--- src/rtl/pcb_pkg.sv ---
package pcb_pkg;

  // Field widths
  localparam int CoordW    = 16;
  localparam int HalfW     = 15;
  localparam int CountW    = 17;
  localparam int DistW     = 31;
  localparam int CfgIdxW   = 3;
  localparam int CfgWdataW = 16;

  // Count saturates at the smaller of the point limit and the field maximum
  localparam int MaxPoints     = 65536;
  localparam int CountFieldMax = (2 ** CountW) - 1;
  localparam logic [CountW-1:0] CountLimit =
      CountW'((MaxPoints < CountFieldMax) ? MaxPoints : CountFieldMax);

  // Bounds seen for an empty cloud
  localparam logic signed [CoordW-1:0] CoordMax = {1'b0, {(CoordW-1){1'b1}}};
  localparam logic signed [CoordW-1:0] CoordMin = {1'b1, {(CoordW-1){1'b0}}};
  localparam logic [DistW-1:0]         DistAllOnes = {DistW{1'b1}};

  // Register reset values, millimetres
  localparam logic signed [CoordW-1:0] BoxXLowRst     = 16'sd150;
  localparam logic signed [CoordW-1:0] BoxXHighRst    = 16'sd4000;
  localparam logic [HalfW-1:0]         BoxHalfWidthRst = 15'd1200;
  localparam logic signed [CoordW-1:0] BoxZLowRst     = -16'sd400;
  localparam logic signed [CoordW-1:0] BoxZHighRst    = 16'sd600;

  // Register indexes
  typedef enum logic [CfgIdxW-1:0] {
    CfgBoxXLow      = 3'd0,
    CfgBoxXHigh     = 3'd1,
    CfgBoxHalfWidth = 3'd2,
    CfgBoxZLow      = 3'd3,
    CfgBoxZHigh     = 3'd4
  } cfg_reg_e;

  typedef struct packed {
    logic signed [CoordW-1:0] x_mm;
    logic signed [CoordW-1:0] y_mm;
    logic signed [CoordW-1:0] z_mm;
    logic                     not_finite;
    logic                     end_of_cloud;
  } point_t;

  typedef struct packed {
    logic [CountW-1:0]        valid_count;
    logic signed [CoordW-1:0] min_x;
    logic signed [CoordW-1:0] max_x;
    logic signed [CoordW-1:0] min_y;
    logic signed [CoordW-1:0] max_y;
    logic signed [CoordW-1:0] min_z;
    logic signed [CoordW-1:0] max_z;
    logic                     found;
    logic [DistW-1:0]         nearest_dist_sq;
    logic signed [CoordW-1:0] near_x;
    logic signed [CoordW-1:0] near_y;
    logic signed [CoordW-1:0] near_z;
  } result_t;

endpackage

--- src/rtl/pcb_if.sv ---
// Point channel: one lidar point per item
interface pcb_point_if;
  logic            valid;
  logic            ready;
  pcb_pkg::point_t data;

  modport source (output valid, output data, input ready);
  modport sink   (input valid, input data, output ready);
endinterface

// Result channel: one cloud summary per item
interface pcb_result_if;
  logic             valid;
  logic             ready;
  pcb_pkg::result_t data;

  modport source (output valid, output data, input ready);
  modport sink   (input valid, input data, output ready);
endinterface

--- src/rtl/point_cloud_bbox_nearest_obstacle.sv ---
// Point cloud bounding box and nearest forward obstacle. Takes one point per
// cycle on point_i; a point flagged not finite or sitting at the origin is
// skipped, every other point is counted and widens the x/y/z bounds, and a
// point inside the forward box set by the five box registers competes for the
// nearest slot by x*x + y*y (the earliest of equal distances wins). The point
// marked end_of_cloud closes the cloud, even when skipped itself: one summary
// item is registered for result_o as that point leaves the input register, and
// the running state is cleared for the next cloud. Throughput is one point per
// cycle, set by the single input register feeding the compare, square and
// accumulate logic; the input stalls only when a closing point meets a summary
// that result_o has not yet taken. Write the box registers only while idle.
module point_cloud_bbox_nearest_obstacle (
  input  logic                          clk_i,
  input  logic                          rst_ni,
  input  logic                          cfg_we_i,
  input  logic [pcb_pkg::CfgIdxW-1:0]   cfg_idx_i,
  input  logic [pcb_pkg::CfgWdataW-1:0] cfg_wdata_i,
  pcb_point_if.sink                     point_i,
  pcb_result_if.source                  result_o
);

  localparam int CoordW = pcb_pkg::CoordW;
  localparam int CountW = pcb_pkg::CountW;
  localparam int DistW  = pcb_pkg::DistW;
  localparam int HalfW  = pcb_pkg::HalfW;

  // Box registers
  logic signed [CoordW-1:0] box_x_low_q, box_x_high_q, box_z_low_q, box_z_high_q;
  logic [HalfW-1:0]         box_half_width_q;

  // Input stage
  logic            s1_valid_q;
  pcb_pkg::point_t s1_pt_q;
  logic            s1_adv;

  // Running cloud state
  logic [CountW-1:0]        cnt_q, cnt_d;
  logic signed [CoordW-1:0] lo_x_q, hi_x_q, lo_y_q, hi_y_q, lo_z_q, hi_z_q;
  logic signed [CoordW-1:0] lo_x_d, hi_x_d, lo_y_d, hi_y_d, lo_z_d, hi_z_d;
  logic                     have_q, have_d;
  logic [DistW-1:0]         best_q, best_d;
  logic signed [CoordW-1:0] bx_q, by_q, bz_q, bx_d, by_d, bz_d;

  // Result register
  logic             res_valid_q;
  pcb_pkg::result_t res_q;

  // Point datapath
  logic signed [CoordW-1:0] px, py, pz;
  logic                     keep, in_box, take;
  logic [CoordW-1:0]        ax, ay;
  logic [2*CoordW-1:0]      sq_x, sq_y;
  logic [2*CoordW:0]        dist_sum;
  logic [DistW-1:0]         dist_sat;

  // Write box registers
  always_ff @(posedge clk_i or negedge rst_ni) begin
    if (!rst_ni) begin
      box_x_low_q      <= pcb_pkg::BoxXLowRst;
      box_x_high_q     <= pcb_pkg::BoxXHighRst;
      box_half_width_q <= pcb_pkg::BoxHalfWidthRst;
      box_z_low_q      <= pcb_pkg::BoxZLowRst;
      box_z_high_q     <= pcb_pkg::BoxZHighRst;
    end else if (cfg_we_i) begin
      case (cfg_idx_i)
        pcb_pkg::CfgBoxXLow:      box_x_low_q      <= cfg_wdata_i;
        pcb_pkg::CfgBoxXHigh:     box_x_high_q     <= cfg_wdata_i;
        pcb_pkg::CfgBoxHalfWidth: box_half_width_q <= cfg_wdata_i[HalfW-1:0];
        pcb_pkg::CfgBoxZLow:      box_z_low_q      <= cfg_wdata_i;
        pcb_pkg::CfgBoxZHigh:     box_z_high_q     <= cfg_wdata_i;
        default: ;
      endcase
    end
  end

  // Advance the registered point unless it closes a cloud onto a held result
  assign s1_adv = s1_valid_q &
                  (~s1_pt_q.end_of_cloud | ~res_valid_q | result_o.ready);
  assign point_i.ready = ~s1_valid_q | ~s1_pt_q.end_of_cloud | ~res_valid_q |
                         result_o.ready;

  // Hold the point in the input register while it is worked on
  always_ff @(posedge clk_i or negedge rst_ni) begin
    if (!rst_ni) begin
      s1_valid_q <= 1'b0;
    end else if (point_i.ready) begin
      s1_valid_q <= point_i.valid;
    end
  end

  always_ff @(posedge clk_i) begin
    if (point_i.valid && point_i.ready) begin
      s1_pt_q <= point_i.data;
    end
  end

  // Filter, box test and planar squared distance
  assign px   = s1_pt_q.x_mm;
  assign py   = s1_pt_q.y_mm;
  assign pz   = s1_pt_q.z_mm;
  assign keep = ~s1_pt_q.not_finite & ~((px == '0) & (py == '0) & (pz == '0));
  assign ax   = px[CoordW-1] ? (~px + 1'b1) : px;
  assign ay   = py[CoordW-1] ? (~py + 1'b1) : py;

  assign in_box = (px > box_x_low_q) && (px < box_x_high_q) &&
                  (ay < {1'b0, box_half_width_q}) &&
                  (pz > box_z_low_q) && (pz < box_z_high_q);

  assign sq_x     = ax * ax;
  assign sq_y     = ay * ay;
  assign dist_sum = {1'b0, sq_x} + {1'b0, sq_y};
  assign dist_sat = (|dist_sum[2*CoordW:DistW]) ? pcb_pkg::DistAllOnes
                                                 : dist_sum[DistW-1:0];

  assign take = keep && in_box && (!have_q || (dist_sat < best_q));

  // Fold the point into the running state
  always_comb begin
    cnt_d  = (keep && (cnt_q < pcb_pkg::CountLimit)) ? cnt_q + 1'b1 : cnt_q;
    lo_x_d = (keep && (px < lo_x_q)) ? px : lo_x_q;
    hi_x_d = (keep && (px > hi_x_q)) ? px : hi_x_q;
    lo_y_d = (keep && (py < lo_y_q)) ? py : lo_y_q;
    hi_y_d = (keep && (py > hi_y_q)) ? py : hi_y_q;
    lo_z_d = (keep && (pz < lo_z_q)) ? pz : lo_z_q;
    hi_z_d = (keep && (pz > hi_z_q)) ? pz : hi_z_q;
    have_d = have_q | take;
    best_d = take ? dist_sat : best_q;
    bx_d   = take ? px : bx_q;
    by_d   = take ? py : by_q;
    bz_d   = take ? pz : bz_q;
  end

  // Update state; clear it once a cloud closes
  always_ff @(posedge clk_i or negedge rst_ni) begin
    if (!rst_ni) begin
      cnt_q  <= '0;
      lo_x_q <= pcb_pkg::CoordMax;
      hi_x_q <= pcb_pkg::CoordMin;
      lo_y_q <= pcb_pkg::CoordMax;
      hi_y_q <= pcb_pkg::CoordMin;
      lo_z_q <= pcb_pkg::CoordMax;
      hi_z_q <= pcb_pkg::CoordMin;
      have_q <= 1'b0;
      best_q <= pcb_pkg::DistAllOnes;
      bx_q   <= '0;
      by_q   <= '0;
      bz_q   <= '0;
    end else if (s1_adv) begin
      if (s1_pt_q.end_of_cloud) begin
        cnt_q  <= '0;
        lo_x_q <= pcb_pkg::CoordMax;
        hi_x_q <= pcb_pkg::CoordMin;
        lo_y_q <= pcb_pkg::CoordMax;
        hi_y_q <= pcb_pkg::CoordMin;
        lo_z_q <= pcb_pkg::CoordMax;
        hi_z_q <= pcb_pkg::CoordMin;
        have_q <= 1'b0;
        best_q <= pcb_pkg::DistAllOnes;
        bx_q   <= '0;
        by_q   <= '0;
        bz_q   <= '0;
      end else begin
        cnt_q  <= cnt_d;
        lo_x_q <= lo_x_d;
        hi_x_q <= hi_x_d;
        lo_y_q <= lo_y_d;
        hi_y_q <= hi_y_d;
        lo_z_q <= lo_z_d;
        hi_z_q <= hi_z_d;
        have_q <= have_d;
        best_q <= best_d;
        bx_q   <= bx_d;
        by_q   <= by_d;
        bz_q   <= bz_d;
      end
    end
  end

  // Load the summary item; drop it once taken
  always_ff @(posedge clk_i or negedge rst_ni) begin
    if (!rst_ni) begin
      res_valid_q <= 1'b0;
    end else if (s1_adv && s1_pt_q.end_of_cloud) begin
      res_valid_q <= 1'b1;
    end else if (result_o.ready) begin
      res_valid_q <= 1'b0;
    end
  end

  always_ff @(posedge clk_i) begin
    if (s1_adv && s1_pt_q.end_of_cloud) begin
      res_q.valid_count     <= cnt_d;
      res_q.min_x           <= lo_x_d;
      res_q.max_x           <= hi_x_d;
      res_q.min_y           <= lo_y_d;
      res_q.max_y           <= hi_y_d;
      res_q.min_z           <= lo_z_d;
      res_q.max_z           <= hi_z_d;
      res_q.found           <= have_d;
      res_q.nearest_dist_sq <= best_d;
      res_q.near_x          <= bx_d;
      res_q.near_y          <= by_d;
      res_q.near_z          <= bz_d;
    end
  end

  assign result_o.valid = res_valid_q;
  assign result_o.data  = res_q;

endmodule

--- src/flat_wrapper.sv ---
// flat-port wrapper written by rule: the top's interface ports become plain ports
module point_cloud_bbox_nearest_obstacle_flat 
  (clk_i, rst_ni, cfg_we_i, cfg_idx_i, cfg_wdata_i, point_i_valid, point_i_data, point_i_ready, result_o_valid, result_o_data, result_o_ready);
  pcb_point_if point_i_i ();
  pcb_result_if result_o_i ();
  input  logic clk_i;
  input  logic rst_ni;
  input  logic cfg_we_i;
  input  logic [pcb_pkg::CfgIdxW-1:0] cfg_idx_i;
  input  logic [pcb_pkg::CfgWdataW-1:0] cfg_wdata_i;
  input wire logic [$bits(point_i_i.valid)-1:0] point_i_valid;
  input wire logic [$bits(point_i_i.data)-1:0] point_i_data;
  output wire logic [$bits(point_i_i.ready)-1:0] point_i_ready;
  output wire logic [$bits(result_o_i.valid)-1:0] result_o_valid;
  output wire logic [$bits(result_o_i.data)-1:0] result_o_data;
  input wire logic [$bits(result_o_i.ready)-1:0] result_o_ready;
  assign point_i_i.valid = point_i_valid;
  assign point_i_i.data = point_i_data;
  assign point_i_ready = point_i_i.ready;
  assign result_o_valid = result_o_i.valid;
  assign result_o_data = result_o_i.data;
  assign result_o_i.ready = result_o_ready;
  point_cloud_bbox_nearest_obstacle u_core (.clk_i(clk_i), .rst_ni(rst_ni), .cfg_we_i(cfg_we_i), .cfg_idx_i(cfg_idx_i), .cfg_wdata_i(cfg_wdata_i), .point_i(point_i_i), .result_o(result_o_i));
endmodule
--- config.mk ---
export PLATFORM = sky130hd
export DESIGN_NAME = point_cloud_bbox_nearest_obstacle_flat
export DESIGN_NICKNAME = d
export VERILOG_FILES = /design/src/rtl/pcb_pkg.sv /design/src/rtl/pcb_if.sv /design/src/rtl/point_cloud_bbox_nearest_obstacle.sv /design/src/flat_wrapper.sv
export SDC_FILE = /design/constraint.sdc
export NUM_CORES = 2
export LEC_CHECK = 0
export BUFFER_PORTS_ARGS = -buffer_cell sky130_fd_sc_hd__buf_2
export CAP_MARGIN = 20
export CORE_ASPECT_RATIO = 0.8
export CORE_MARGIN = 2
export CORE_UTILIZATION = 50
export DETAILED_ROUTE_END_ITERATION = 7
export GPL_TIMING_DRIVEN = 0
export PLACE_DENSITY = 0.68
export SKIP_LAST_GASP = 1
export SLEW_MARGIN = 10
export SYNTH_ARGS = -nofsm -noshare
export SYNTH_HDL_FRONTEND = slang
export SYNTH_SLANG_ARGS = --single-unit
--- constraint.sdc ---
create_clock -name clk_i -period 12.9 [get_ports clk_i]
set_input_delay 2.58 -clock clk_i [delete_from_list [all_inputs] [get_ports clk_i]]
set_output_delay 2.58 -clock clk_i [all_outputs]
set_load 0.05 [all_outputs]
==> impl_metrics.toml <==
[setup_path]
cp-end-kind = "register"
worstPathMaxFanout = 10
critPathSlowestCell = "or4b_2"
crit_top_cell = "fa_1"
cp-start-kind = "register"
cpPeakStageDelay_ps = 650
worstPathArrival_ps = 12910
critPathRequiredTime_ps = 13260
crit_buf_inv = 10
cpLargestDelayFamily = "adder cells"
critical_path_class = "reg -> reg"

[layout]
multi_input_area_um2 = 23070
seq_area_um2 = 14290
largest_reg_flops = 193
drive_gt1_share_pct = 20.11
final_area_um2 = 46110
layout_commonest_cell = "inv_1"
final_cell_mix = "inv_1 (765), ha_1 (396), fa_1 (384), nand2_1 (304), buf_2 (295)"
fillers = 6850
nNetsFinal = 5003
syn2layout_area_growth_pct = 14.18

[status]
status = "completed"

[sta]
hold_violations = 0
worstMarginPinSlew_ps = 1134
fin_skew_ps = 36.02
fmax_mhz = 79.67
min_period_ps = 12550
post-route-period-util_pct = 97.30
holdWs_ps = 492.9
slew-limit-headroom_pct = 24.22
rsz0062_at_grt = "false"
final_max_slew_viol_count = 0
setup_viol = 0
setup_slack_ps = 348.6

[cts]
h-tree-depth = 2
clkLatencyLatePin_ps = 650
cts_buffers = 54
cts_tree = "done"
root_buffer = "clkbuf_16"
path_clk_slew_ps = 70
clock_path_buffers = 3
cts-hold-fix-buffers = 0
cts.sinks = 517

[floorplan]
core-area_um2 = 80290
fp.dieH_um = 258.2
fp.dieW_um = 321.7
start_util_pct = 50.30
rows = 93
die-area_um2 = 83070
io_pins = 269

[place]
preCtsSetupSlack_ps = -3359
gp_congestion = 0.9418
dpl-instance-area_um2 = 43320
port_buffers = 268
dp_hpwl_um = 84670

[synthesis]
avgSynthCellArea_um2 = 10.79
netlist_instances = 3744
synth-edff-count = 243
ys_seq_area_share_pct = 35.38
async_flop_share_pct = 53.00
ys_types = 88
synthTopCellsByArea = "fa_1 (19%), edfxtp_1 (18%), ha_1 (12%), dfrtp_1 (10%), inv_1 (7.2%)"
synth_top_area_cell = "fa_1"
syn_area_um2 = 40380
synth_flop_cell = "edfxtp_1"
synth-seq-cells = 517
yosysWarningCount = 0
yosysTopAreaCellShare_pct = 19.04

[global_routing]
grt_max_degree = 106
grtUsageTotal_pct = 26.90
grt_pass1_wl_um = 170300
antenna_found_initial = 4
globalRoute.totalOverflow = 0
grt_pass1_vias = 29770

[detailed_routing]
final_antenna_net_count = 0
drc = 0
post_drt_wl_per_cell_um = 20.90
dr_total_vias = 28770
drt_wl_total_um = 109500
viasPerCell = 5.492
dr.first_iter.drc_count = 2178
dr.pass1.iters = 8

[run]
drv_cap = 0

[min_path]
min_path_type = "reg -> reg"
==> what timing repair did <==
| item | in CTS | in global routing |
|---|---|---|
| gates resized for setup | 78 | 78 |
| gates cloned | 0 | 1 |
| pin swaps | 5 | 10 |
| endpoints found under the setup margin | 158 | 158 |
| buffers inserted | 21 | 34 |
==> logic make-up after synthesis <==
logic type / share of synthesized area, %
AO/OA/AOI/OAI: 10.62
XOR/XNOR: 1.862
adder cells (fa/ha/maj): 31.40
buffers and inverters: 8.846
flip-flops: 35.38
multiplexers: 4.294
other: 0.01860
AND/OR/NAND/NOR: 7.585
==> per-stage QoR <==
stage          instances  utilization, %  TNS (ps)
2_1_floorplan       3765               -         0
3_3_place_gp        5078           53.69   -503430
3_5_place_dp        5089           53.95   -503610
4_1_cts             5205           56.75         0
5_1_grt             5238           57.43         0
6_report            5239           57.43         0
==> synth_stat cells (all sizes together), types with 46 or more instances <==
cell type  instances
inv              773
ha               399
fa               384
nand2            305
edfxtp           243
nor2             188
dfrtp            167
o21ai            161
mux2             146
dfstp            107
a22o              84
clkbuf            84
a21oi             73
a21o              53
buf               52
xnor2             46
==> metal layers <==
metal	track usage [%]	wire, um
met1	38.51	48800
met2	42.34	49930
met3	4.690	8052
met4	7.165	2610
met5	0.9117	117
==> path summary, 6_finish.rpt <==
| kind | from | to | slack [ps] | cells past startpoint |
|---|---|---|---|---|
| min reg2reg | u_core.best_q[3]$_DFFE_PN1P_ | u_core.best_q[3]$_DFFE_PN1P_ | 490 | 2 |
| min | u_core.best_q[3]$_DFFE_PN1P_ | u_core.best_q[3]$_DFFE_PN1P_ | 490 | 2 |
| max | u_core.px[5]$_DFFE_PP_ | u_core.result_o.data[34]$_DFFE_PP_ | 350 | 44 |
| min in group asynchronous | rst_ni | u_core.lo_z_q[15]$_DFFE_PN0P_ | 1950 | 1 |
| max in group asynchronous | rst_ni | u_core.lo_y_q[7]$_DFFE_PN1P_ | 9940 | 2 |
| max reg2reg | u_core.px[5]$_DFFE_PP_ | u_core.result_o.data[34]$_DFFE_PP_ | 350 | 44 |
==> cell type report <==
cell class                      instances  share of cell area, %
Buffer                                124                  1.498
Clock buffer                           66                  3.115
Timing Repair Buffer                  337                  4.306
Sequential cell                       517                  30.99
Clock inverter                         35                 0.7571
Antenna cell                            3                0.01628
Inverter                              783                  6.455
Tap cell                             1045                  2.836
Multi-Input combinational cell       2329                  50.03
==> worst min-delay path: stages (launching register included) <==
cell,delay (ps)
dfstp_2,370
inv_1,60
a2bb2oi_1,60
Power is left out: the tool's default activity adds up to more than one toggle a clock period on the data nets, which glitch-free logic cannot reach.
